--- src/hdl/sjf_pkg.sv ---
package sjf_pkg;

  localparam int TASK_SLOTS   = 16;
  localparam int ID_BITS      = 8;

  // payload widths of the channels
  localparam int TASK_ID_BITS = 8;
  localparam int BURST_BITS   = 16;
  localparam int STATUS_BITS  = 2;

  // identifier bits that are kept in a slot
  localparam int SID_BITS  = (ID_BITS < TASK_ID_BITS) ? ID_BITS : TASK_ID_BITS;
  localparam int SLOT_BITS = $clog2(TASK_SLOTS);
  // live task count, 0 .. TASK_SLOTS
  localparam int CNT_BITS  = SLOT_BITS + 1;

  localparam logic OP_ADD  = 1'b0;
  localparam logic OP_PICK = 1'b1;

  typedef enum logic [STATUS_BITS-1:0] {
    ST_ADDED  = 2'd0,
    ST_FULL   = 2'd1,
    ST_PICKED = 2'd2,
    ST_EMPTY  = 2'd3
  } status_t;

  // one slot of the task memory
  typedef struct packed {
    logic [SID_BITS-1:0]   id;
    logic [BURST_BITS-1:0] len;
    logic [SLOT_BITS-1:0]  stamp;
  } entry_t;

endpackage

--- src/hdl/sjf_req_if.sv ---
interface sjf_req_if import sjf_pkg::*; ();
  logic                    valid;
  logic                    ready;
  logic                    op;
  logic [TASK_ID_BITS-1:0] task_id;
  logic [BURST_BITS-1:0]   burst;

  modport source (output valid, output op, output task_id, output burst, input ready);
  modport sink (input valid, input op, input task_id, input burst, output ready);
endinterface

--- src/hdl/sjf_res_if.sv ---
interface sjf_res_if import sjf_pkg::*; ();
  logic                    valid;
  logic                    ready;
  logic [STATUS_BITS-1:0]  status;
  logic [TASK_ID_BITS-1:0] picked_id;
  logic [BURST_BITS-1:0]   picked_burst;

  modport source (output valid, output status, output picked_id, output picked_burst,
                  input ready);
  modport sink (input valid, input status, input picked_id, input picked_burst,
                output ready);
endinterface

--- src/hdl/shortest_job_first_select.sv ---
// add: slot written in S_ADD, then S_DONE; a pick on an empty table goes straight to S_DONE
// pick: two sweeps over the slot memory read port:
//   one to find the shortest task, one to close the gap it leaves in the arrival ranks
// one request in flight at a time; a new request is taken while the last result still waits
// rst (synchronous) empties the table, clears the rank counter and drops any pending result;
// slot memory contents are not cleared, only slots flagged in use are ever looked at
module shortest_job_first_select import sjf_pkg::*; (
  input  logic      clk,
  input  logic      rst,
  sjf_req_if.sink   req,
  sjf_res_if.source res
);

  typedef enum logic [4:0] {
    S_IDLE = 5'b00001,
    S_ADD  = 5'b00010,
    S_SCAN = 5'b00100,
    S_FIX  = 5'b01000,
    S_DONE = 5'b10000
  } state_t;

  state_t state;

  // per-slot in-use flags kept in flops, everything else in the slot memory
  logic [TASK_SLOTS-1:0] used;
  logic [CNT_BITS-1:0]   arrival_count;

  // slot memory, one write and one registered read per cycle
  entry_t               mem [TASK_SLOTS];
  entry_t               rd_entry;
  logic [SLOT_BITS-1:0] rd_addr;
  logic                 mem_we;
  logic [SLOT_BITS-1:0] mem_waddr;
  entry_t               mem_wdata;

  // latched add request
  logic [SID_BITS-1:0]   req_id;
  logic [BURST_BITS-1:0] req_len;

  // sweep counter and the compare stage that trails it in the next cycle
  logic [CNT_BITS-1:0]  scan_cnt;
  logic                 issue;
  logic                 cmp_live;
  logic [SLOT_BITS-1:0] cmp_idx;
  logic                 take;
  logic                 shift_down;

  // running best candidate of a pick
  logic                  best_found;
  logic [SLOT_BITS-1:0]  best_idx;
  logic [SID_BITS-1:0]   best_id;
  logic [BURST_BITS-1:0] best_len;
  logic [SLOT_BITS-1:0]  best_stamp;

  // lowest free slot
  logic                 free_found;
  logic [SLOT_BITS-1:0] free_idx;

  // finished result, waiting for the output register
  status_t               done_status;
  logic [TASK_ID_BITS-1:0] done_id;
  logic [BURST_BITS-1:0] done_len;

  // output register
  logic                    out_valid;
  status_t                 out_status;
  logic [TASK_ID_BITS-1:0] out_id;
  logic [BURST_BITS-1:0]   out_len;
  logic                    out_load;

  logic req_take;

  assign req.ready = (state == S_IDLE);
  assign req_take  = req.valid && req.ready;

  assign res.valid        = out_valid;
  assign res.status       = out_status;
  assign res.picked_id    = out_id;
  assign res.picked_burst = out_len;

  assign out_load = (state == S_DONE) && (!out_valid || res.ready);

  // priority search for the lowest free slot
  always_comb begin
    free_found = 1'b0;
    free_idx   = '0;
    for (int i = TASK_SLOTS - 1; i >= 0; i--) begin
      if (!used[i]) begin
        free_found = 1'b1;
        free_idx   = SLOT_BITS'(i);
      end
    end
  end

  assign issue   = ((state == S_SCAN) || (state == S_FIX)) &&
                   (scan_cnt < CNT_BITS'(TASK_SLOTS));
  assign rd_addr = scan_cnt[SLOT_BITS-1:0];

  // shorter burst wins, on equal burst the newer arrival rank wins
  assign take = !best_found || (rd_entry.len < best_len) ||
                ((rd_entry.len == best_len) && (rd_entry.stamp > best_stamp));

  // ranks above the removed task close up by one
  assign shift_down = (state == S_FIX) && cmp_live && used[cmp_idx] &&
                      (rd_entry.stamp > best_stamp);

  always_comb begin
    mem_we    = 1'b0;
    mem_waddr = free_idx;
    mem_wdata = '{id: req_id, len: req_len, stamp: arrival_count[SLOT_BITS-1:0]};
    if (state == S_ADD) begin
      mem_we = free_found;
    end else if (shift_down) begin
      mem_we          = 1'b1;
      mem_waddr       = cmp_idx;
      mem_wdata       = rd_entry;
      mem_wdata.stamp = rd_entry.stamp - SLOT_BITS'(1);
    end
  end

  always_ff @(posedge clk) begin
    if (mem_we) begin
      mem[mem_waddr] <= mem_wdata;
    end
    rd_entry <= mem[rd_addr];
  end

  // payload registers
  always_ff @(posedge clk) begin
    cmp_idx <= rd_addr;
    if (req_take) begin
      req_id  <= req.task_id[SID_BITS-1:0];
      req_len <= req.burst;
    end
    if ((state == S_SCAN) && cmp_live && used[cmp_idx] && take) begin
      best_idx   <= cmp_idx;
      best_id    <= rd_entry.id;
      best_len   <= rd_entry.len;
      best_stamp <= rd_entry.stamp;
    end
    if (out_load) begin
      out_status <= done_status;
      out_id     <= done_id;
      out_len    <= done_len;
    end
  end

  // control
  always_ff @(posedge clk) begin
    if (rst) begin
      state         <= S_IDLE;
      used          <= '0;
      arrival_count <= '0;
      scan_cnt      <= '0;
      cmp_live      <= 1'b0;
      best_found    <= 1'b0;
      out_valid     <= 1'b0;
      done_status   <= ST_ADDED;
      done_id       <= '0;
      done_len      <= '0;
    end else begin
      cmp_live <= issue;
      if (issue) begin
        scan_cnt <= scan_cnt + CNT_BITS'(1);
      end
      if ((state == S_SCAN) && cmp_live && used[cmp_idx] && take) begin
        best_found <= 1'b1;
      end

      unique case (state)
        S_IDLE: begin
          if (req_take) begin
            if (req.op == OP_ADD) begin
              state <= S_ADD;
            end else if (used == '0) begin
              done_status <= ST_EMPTY;
              done_id     <= '0;
              done_len    <= '0;
              state       <= S_DONE;
            end else begin
              scan_cnt   <= '0;
              best_found <= 1'b0;
              state      <= S_SCAN;
            end
          end
        end
        S_ADD: begin
          done_id  <= '0;
          done_len <= '0;
          if (free_found) begin
            used[free_idx] <= 1'b1;
            arrival_count  <= arrival_count + CNT_BITS'(1);
            done_status    <= ST_ADDED;
          end else begin
            done_status <= ST_FULL;
          end
          state <= S_DONE;
        end
        S_SCAN: begin
          // last compare lands at this edge
          if (!issue) begin
            scan_cnt <= '0;
            state    <= S_FIX;
          end
        end
        S_FIX: begin
          if (!issue) begin
            used[best_idx] <= 1'b0;
            arrival_count  <= arrival_count - CNT_BITS'(1);
            done_status    <= ST_PICKED;
            done_id        <= TASK_ID_BITS'(best_id);
            done_len       <= best_len;
            state          <= S_DONE;
          end
        end
        S_DONE: begin
          if (out_load) begin
            state <= S_IDLE;
          end
        end
        default: begin
          state <= S_IDLE;
        end
      endcase

      if (out_load) begin
        out_valid <= 1'b1;
      end else if (res.ready) begin
        out_valid <= 1'b0;
      end
    end
  end

  // rank counter tracks the number of live tasks
  a_count_matches: assert property (@(posedge clk) disable iff (rst)
    $countones(used) == int'(arrival_count))
    else $error("live task count and rank counter disagree");

  // a result only enters the output register from the done state
  a_out_from_done: assert property (@(posedge clk) disable iff (rst)
    $rose(out_valid) |-> $past(state == S_DONE))
    else $error("result offered without a finished request");

  // the rank fix-up sweep always has a chosen task
  a_fix_has_best: assert property (@(posedge clk) disable iff (rst)
    (state == S_FIX) |-> best_found)
    else $error("fix-up sweep without a picked task");

  // the fix-up sweep never rewrites the slot being removed
  a_fix_not_best: assert property (@(posedge clk) disable iff (rst)
    ((state == S_FIX) && mem_we) |-> (mem_waddr != best_idx))
    else $error("rank fix-up wrote the removed slot");

  // memory is only written while adding or closing up ranks
  a_write_window: assert property (@(posedge clk) disable iff (rst)
    mem_we |-> ((state == S_ADD) || (state == S_FIX)))
    else $error("slot memory written outside add or fix-up");

endmodule

--- src/flat_wrapper.sv ---
// flat-port wrapper written by rule: the top's interface ports become plain ports
module shortest_job_first_select_flat import sjf_pkg::*;
  (clk, rst, req_valid, req_op, req_task_id, req_burst, req_ready, res_valid, res_status, res_picked_id, res_picked_burst, res_ready);
  sjf_req_if req_i ();
  sjf_res_if res_i ();
  input  logic clk;
  input  logic rst;
  input wire logic [$bits(req_i.valid)-1:0] req_valid;
  input wire logic [$bits(req_i.op)-1:0] req_op;
  input wire logic [$bits(req_i.task_id)-1:0] req_task_id;
  input wire logic [$bits(req_i.burst)-1:0] req_burst;
  output wire logic [$bits(req_i.ready)-1:0] req_ready;
  output wire logic [$bits(res_i.valid)-1:0] res_valid;
  output wire logic [$bits(res_i.status)-1:0] res_status;
  output wire logic [$bits(res_i.picked_id)-1:0] res_picked_id;
  output wire logic [$bits(res_i.picked_burst)-1:0] res_picked_burst;
  input wire logic [$bits(res_i.ready)-1:0] res_ready;
  assign req_i.valid = req_valid;
  assign req_i.op = req_op;
  assign req_i.task_id = req_task_id;
  assign req_i.burst = req_burst;
  assign req_ready = req_i.ready;
  assign res_valid = res_i.valid;
  assign res_status = res_i.status;
  assign res_picked_id = res_i.picked_id;
  assign res_picked_burst = res_i.picked_burst;
  assign res_i.ready = res_ready;
  shortest_job_first_select u_core (.clk(clk), .rst(rst), .req(req_i), .res(res_i));
endmodule
--- config.mk ---
export PLATFORM = sky130hd
export DESIGN_NAME = shortest_job_first_select_flat
export DESIGN_NICKNAME = d
export VERILOG_FILES = /design/src/hdl/sjf_pkg.sv /design/src/hdl/sjf_req_if.sv /design/src/hdl/sjf_res_if.sv /design/src/hdl/shortest_job_first_select.sv /design/src/flat_wrapper.sv
export SDC_FILE = /design/constraint.sdc
export NUM_CORES = 1
export LEC_CHECK = 0
export BUFFER_PORTS_ARGS = -buffer_cell sky130_fd_sc_hd__buf_2
export CAP_MARGIN = 10
export CORE_MARGIN = 2
export CORE_UTILIZATION = 60
export CTS_BUF_LIST = sky130_fd_sc_hd__clkbuf_4
export DETAILED_ROUTE_END_ITERATION = 12
export PLACE_DENSITY = 0.84
export SLEW_MARGIN = 20
export SYNTH_ARGS = -nofsm -noshare
export SYNTH_HDL_FRONTEND = slang
export SYNTH_SLANG_ARGS = --single-unit
--- constraint.sdc ---
create_clock -name clk -period 5.8 [get_ports clk]
set_input_delay 1.16 -clock clk [delete_from_list [all_inputs] [get_ports clk]]
set_output_delay 1.16 -clock clk [all_outputs]
set_load 0.005 [all_outputs]
### After elaboration in Yosys (flattened, before gate mapping)

Memories as Yosys holds them, arrays and structs flattened. A register that Yosys moved wholly into a read port is not among the register bits.
Index checks and enable logic that the tools add are counted.

* word-level logic and storage cells: 162
* memories: 1
* memory bits (writable): 448
* output and inout port bits: 28
* bits in latches: 0
* bits in registers: 146
* memory bits (read-only): 0

* $add $sub $neg: 4
* reduce and logical (&&, ||, !) cells: 25
* multipliers: 0
* magnitude comparators: 8
* equality and inequality tests: 13
* multiplexer cells: 88
* divide/modulo/power cells: 0
* shifts and indexed selects: 0
* bitwise gates (word level): 3

Memories
* u_core.mem: words 16, width 28, rd ports 1, clocked after memory_dff 1, wr ports 1, line shortest_job_first_select.sv:29 `entry_t mem [TASK_SLOTS];`

Operators with widths (number)
* $mux 16: 6
* $mux 4: 18
* $mux 5: 13
* $mux 28: 2
* $pmux 16 s3: 1
* $mux 8: 4
* $pmux 16 s2: 1
* $mux 1: 31
* $pmux 5 s5: 1
* $pmux 8 s3: 1
* $pmux 5 s2: 2
* $and 16x16->16: 1
* $eq 16x16->1: 1
* $logic_not 16->1: 1
* $lt 16x16->1: 1
* $not 16->16: 1
* $or 16x16->16: 1
* $lt 4x5->1 const B: 3
* $logic_and 1x1->1: 12
* $add 5x1->5 const B: 2
* $ne 2x2->1 const B: 5
* $demux 1 s4: 2
* $ge 4x1->1 const B: 2
* $mux 2: 4
* other kinds (19): 25

### Depth between registers and ports, before layout

* depth after elaboration: 23
* depth in mapped cells: 12
* depth with buffers taken out: 10

### Worst setup path after synthesis

No wires, ideal clock.

* path kind: reg-to-reg
* start: reg u_core.cmp_idx[0]
* end: mem u_core.mem[12][0] in the netlist's numbering, enable pin
* path slack: 0.743 ns
* arrival: 4.565 ns
* stages on the path, launching flop included: 10
* required time: 5.308 ns
* path through: dfxtp_1 -> buf_2 -> buf_2 -> nand2_1 -> o2111ai_1 -> nand4b_1 -> o22ai_1 -> nand3_1 -> buf_2 -> o41ai_1

* longest elaborated chain between the ends: 8
* elaborated cells on any way between the ends: 10

Ends and longest elaborated chain
* start, declared: line shortest_job_first_select.sv:44 `logic [SLOT_BITS-1:0] cmp_idx;`
* start signal, assigned: line shortest_job_first_select.sv:130 `cmp_idx <= rd_addr;`
* $bmux 1 s4: line shortest_job_first_select.sv:104 `assign shift_down = (state == S_FIX) && cmp_live && used[cmp_idx] &&`
* $mux 1 (implied by the code): line shortest_job_first_select.sv:104
* $logic_and 1x1->1 (2 in a row): line shortest_job_first_select.sv:104
* $mux 1: line shortest_job_first_select.sv:113 `end else if (shift_down) begin`
* $mux 1: line shortest_job_first_select.sv:111 `if (state == S_ADD) begin`
* $mux 1: line shortest_job_first_select.sv:122 `if (mem_we) begin`
* $mux 1 (implied by the code): line shortest_job_first_select.sv:123 `mem[mem_waddr] <= mem_wdata;`
* end, declared: line shortest_job_first_select.sv:29

Several ways; a longest one is shown, not always the timed one. The select of a mux whose other input is x is not followed.

### Final worst setup path

* start: reg u_core.state[0]
* end: mem u_core.mem[3][12] in the netlist's numbering, enable pin

* longest elaborated chain between the ends: 8
* elaborated cells on any way between the ends: 11

Ends and longest elaborated chain
* start, declared: line shortest_job_first_select.sv:22 `state_t state;`
* start signal, assigned: line shortest_job_first_select.sv:151 `state <= S_IDLE;`
* start signal, assigned: line shortest_job_first_select.sv:174 `state <= S_ADD;`
* start signal, assigned: line shortest_job_first_select.sv:179 `state <= S_DONE;`
* $eq 5x4->1: line shortest_job_first_select.sv:104
* $logic_and 1x1->1 (3 in a row): line shortest_job_first_select.sv:104
* $mux 1: line shortest_job_first_select.sv:113
* $mux 1: line shortest_job_first_select.sv:111
* $mux 1: line shortest_job_first_select.sv:122
* $mux 1 (implied by the code): line shortest_job_first_select.sv:123

Several ways; a longest one is shown, not always the timed one.

==> out/results.tsv <==
metric	value	unit
synth_seq_area_share	0.746	
synth_mux_area_frac	0.150	
ant_nets	0	
cts_tree	built	
worst_hold_path.num_cells	0	
clk_pin_slew	0.07	ns
grt_pass1_vias	12894	
wl_per_cell	24.3	um
viasPerCell	6.14	
synthAdderAreaFrac	0.0140	
areaGrowthSynthToFinish	13.7	%
ys_ff_latch	621	
hold_path_class	flip-flop to flip-flop	
cts_buffer_depth	3	
wl	50.0	mm
finalSetupViolCount	0	
dieArea	0.0412	mm2
cts_made_buffers	150	
worstPathRequired	6.22	ns
crit_path_end_kind	flip-flop	
synth-compound-area-share	0.0321	
worstPathMaxFanout	32	
syn-cell-area	0.0238	mm2
ff2ff_path_depth	7	
synthFlopType	edfxtp_1	
grt_usage	0.252	
die-height	203	um
cts.root.buffer_cell	clkbuf_4	
synth_cells	1232	
hold_viol	0	
grt_max_degree	58	
fin_crit	3.72	ns
final_cell_mix	edfxtp_1 (530), clkbuf_4 (223), mux4_2 (142)	
rows	72	
totalPowerFinal	0.00871	W
gr-total-overflow	0	
drc	0	
yosys_warnings	0	
leakagePower	8.72	nW
async_reset_ff_frac	0	
initial_core_util	0.611	
rsz0062_at_grt	false	
cts-resized-gates	0	
nets	1466	
dp_cells	1776	
core_area	0.0389	mm2
fmax	269	MHz
synth-simple-area-share	0.0396	
ir_drop	0.236	mV
cp.arrival	4.14	ns
chipWidth	203	um
syn_nets	1287	
relSlewSlack	0.197	
crit_type	flip-flop to flip-flop	
synth_top_family_by_area	multiplexers	
insertion_delay	0.82	ns
drive_above_1_share	0.329	
grt_pass1_wl	76.3	mm
worst_pin_slew	1.20	ns
startpoint_type	flip-flop	
antenna_found_initial	1	
synth_edf_count	530	
syn_avg_cell_area	19.3	um2
status	finished, final reports clean	
fin_skew	0.0489	ns
post_cts_buffers	0	
fin_cells	2053	
cts-htree-levels	4	
maxSlewViolCount	0	
gp_congestion	0.886	
synth.distinct_cells	59	
cts.hold.buffers_added	0	
synth_xor_area_frac	0.00258	
powerDensity	322	mW/mm2
num_vias	12614	
numClockSinks	621	
final_common_cell	edfxtp_1	
dp_hpwl	29.2	mm
drt_first_pass_iters	5	
setup_tns	0	ns
drt-initial-drc-count	1289	
period_share	0.641	
ios	57	
portBuffers	56	
maxCapViolations	0	
## metal layers
layer,GRT usage,share of wire,up-vias
met5,0,0,-
met4,0.0808,0.020,0
met3,0.0709,0.099,89
met2,0.406,0.49,662
met1,0.339,0.39,6383
li1,-,-,5480
## sequential cells by signal, summed over array words and instances, names as in the netlist, 16 cells and up
name                     flops
u_core.best_len             16
u_core.done_len             16
u_core.used                 16
u_core.req_len              16
u_core.rd_entry             28
u_core.mem                 448
u_core.res.picked_burst     16
## through the flow
| step | utilization | setup WS, ns | cell area [um2] | hold WS, ns |
|---|---|---|---|---|
| 4_1_cts | 0.693 | 2.08 | 27000 | 0.408 |
| 6_report | 0.695 | 2.08 | 27000 | 0.414 |
| 3_3_place_gp | 0.641 | 2.26 | 24900 | 0.414 |
| 5_1_grt | 0.695 | 1.86 | 27000 | 0.425 |
| 3_5_place_dp | 0.641 | 2.14 | 24900 | 0.412 |
| 2_1_floorplan | - | 0.743 | 23800 | 0.353 |
## kinds of logic (layout without fill, tap and decap cells)
| kind of cell | Yosys count | count (layout) |
|---|---|---|
| other cells | 0 | 1 |
| buf+inv | 95 | 397 |
| fa+ha+maj | 26 | 26 |
| compound gates | 122 | 122 |
| xor+xnor | 7 | 7 |
| flops | 621 | 621 |
| simple gates | 186 | 186 |
| mux | 175 | 175 |
## synthesized netlist by cell type (5+ instances only)
master	n	area (um2)
dfxtp_1	91	1820
edfxtp_1	530	15900
nor3_1	11	55.1
nand4_1	18	113
a21oi_1	50	250
ha_1	25	313
nand2b_1	8	50.1
nor2b_1	5	31.3
mux4_2	142	3200
nand2_1	50	188
nor4_1	5	31.3
nand3_1	37	185
mux2i_1	7	70.1
clkbuf_1	37	139
buf_2	15	75.1
nor2_1	27	101
mux2_1	26	293
inv_1	36	135
o21ai_0	22	110
buf_1	5	18.8
o31ai_1	11	82.6
o211ai_1	5	37.5
## power by group
group          leakage (nW)  internal [W]  switching, W
clock                  1.20       0.00200       0.00172
combinational          2.00     0.0000267     0.0000895
sequential             5.52       0.00486     0.0000134
total                  8.72       0.00689       0.00182
## worst paths after layout
check	startpoint	endpoint	slack (ns)
setup / recovery	u_core.state[0]$_SDFFE_PP1P_	u_core.mem[3][12]$_DFFE_PP_	2.08
hold / removal	u_core.done_len[7]$_SDFFE_PP0P_	u_core.res.picked_burst[7]$_DFFE_PP_	0.41
setup reg to reg	u_core.state[0]$_SDFFE_PP1P_	u_core.mem[3][12]$_DFFE_PP_	2.08
hold reg to reg	u_core.done_len[7]$_SDFFE_PP0P_	u_core.res.picked_burst[7]$_DFFE_PP_	0.41
## final cells by class
cell class / count / area (um2)
Sequential cell: 621 / 17700
Tap cell: 518 / 648
Clock inverter: 52 / 370
Multi-Input combinational cell: 516 / 5920
Fill cell: 2332 / 11900
Antenna cell: 1 / 2.50
Timing Repair Buffer: 84 / 523
Clock buffer: 223 / 1670
Inverter: 38 / 143
## critical path: stages, from the launching register on
cell,delay (ns)
dfxtp_1,0.34
nor3_1,0.34
nand2_1,0.19
clkinv_1,0.55
nand3_4,0.56
buf_4,0.51
o32ai_4,0.33
buf_4,0.47
(Power assumes the default switching activity.)
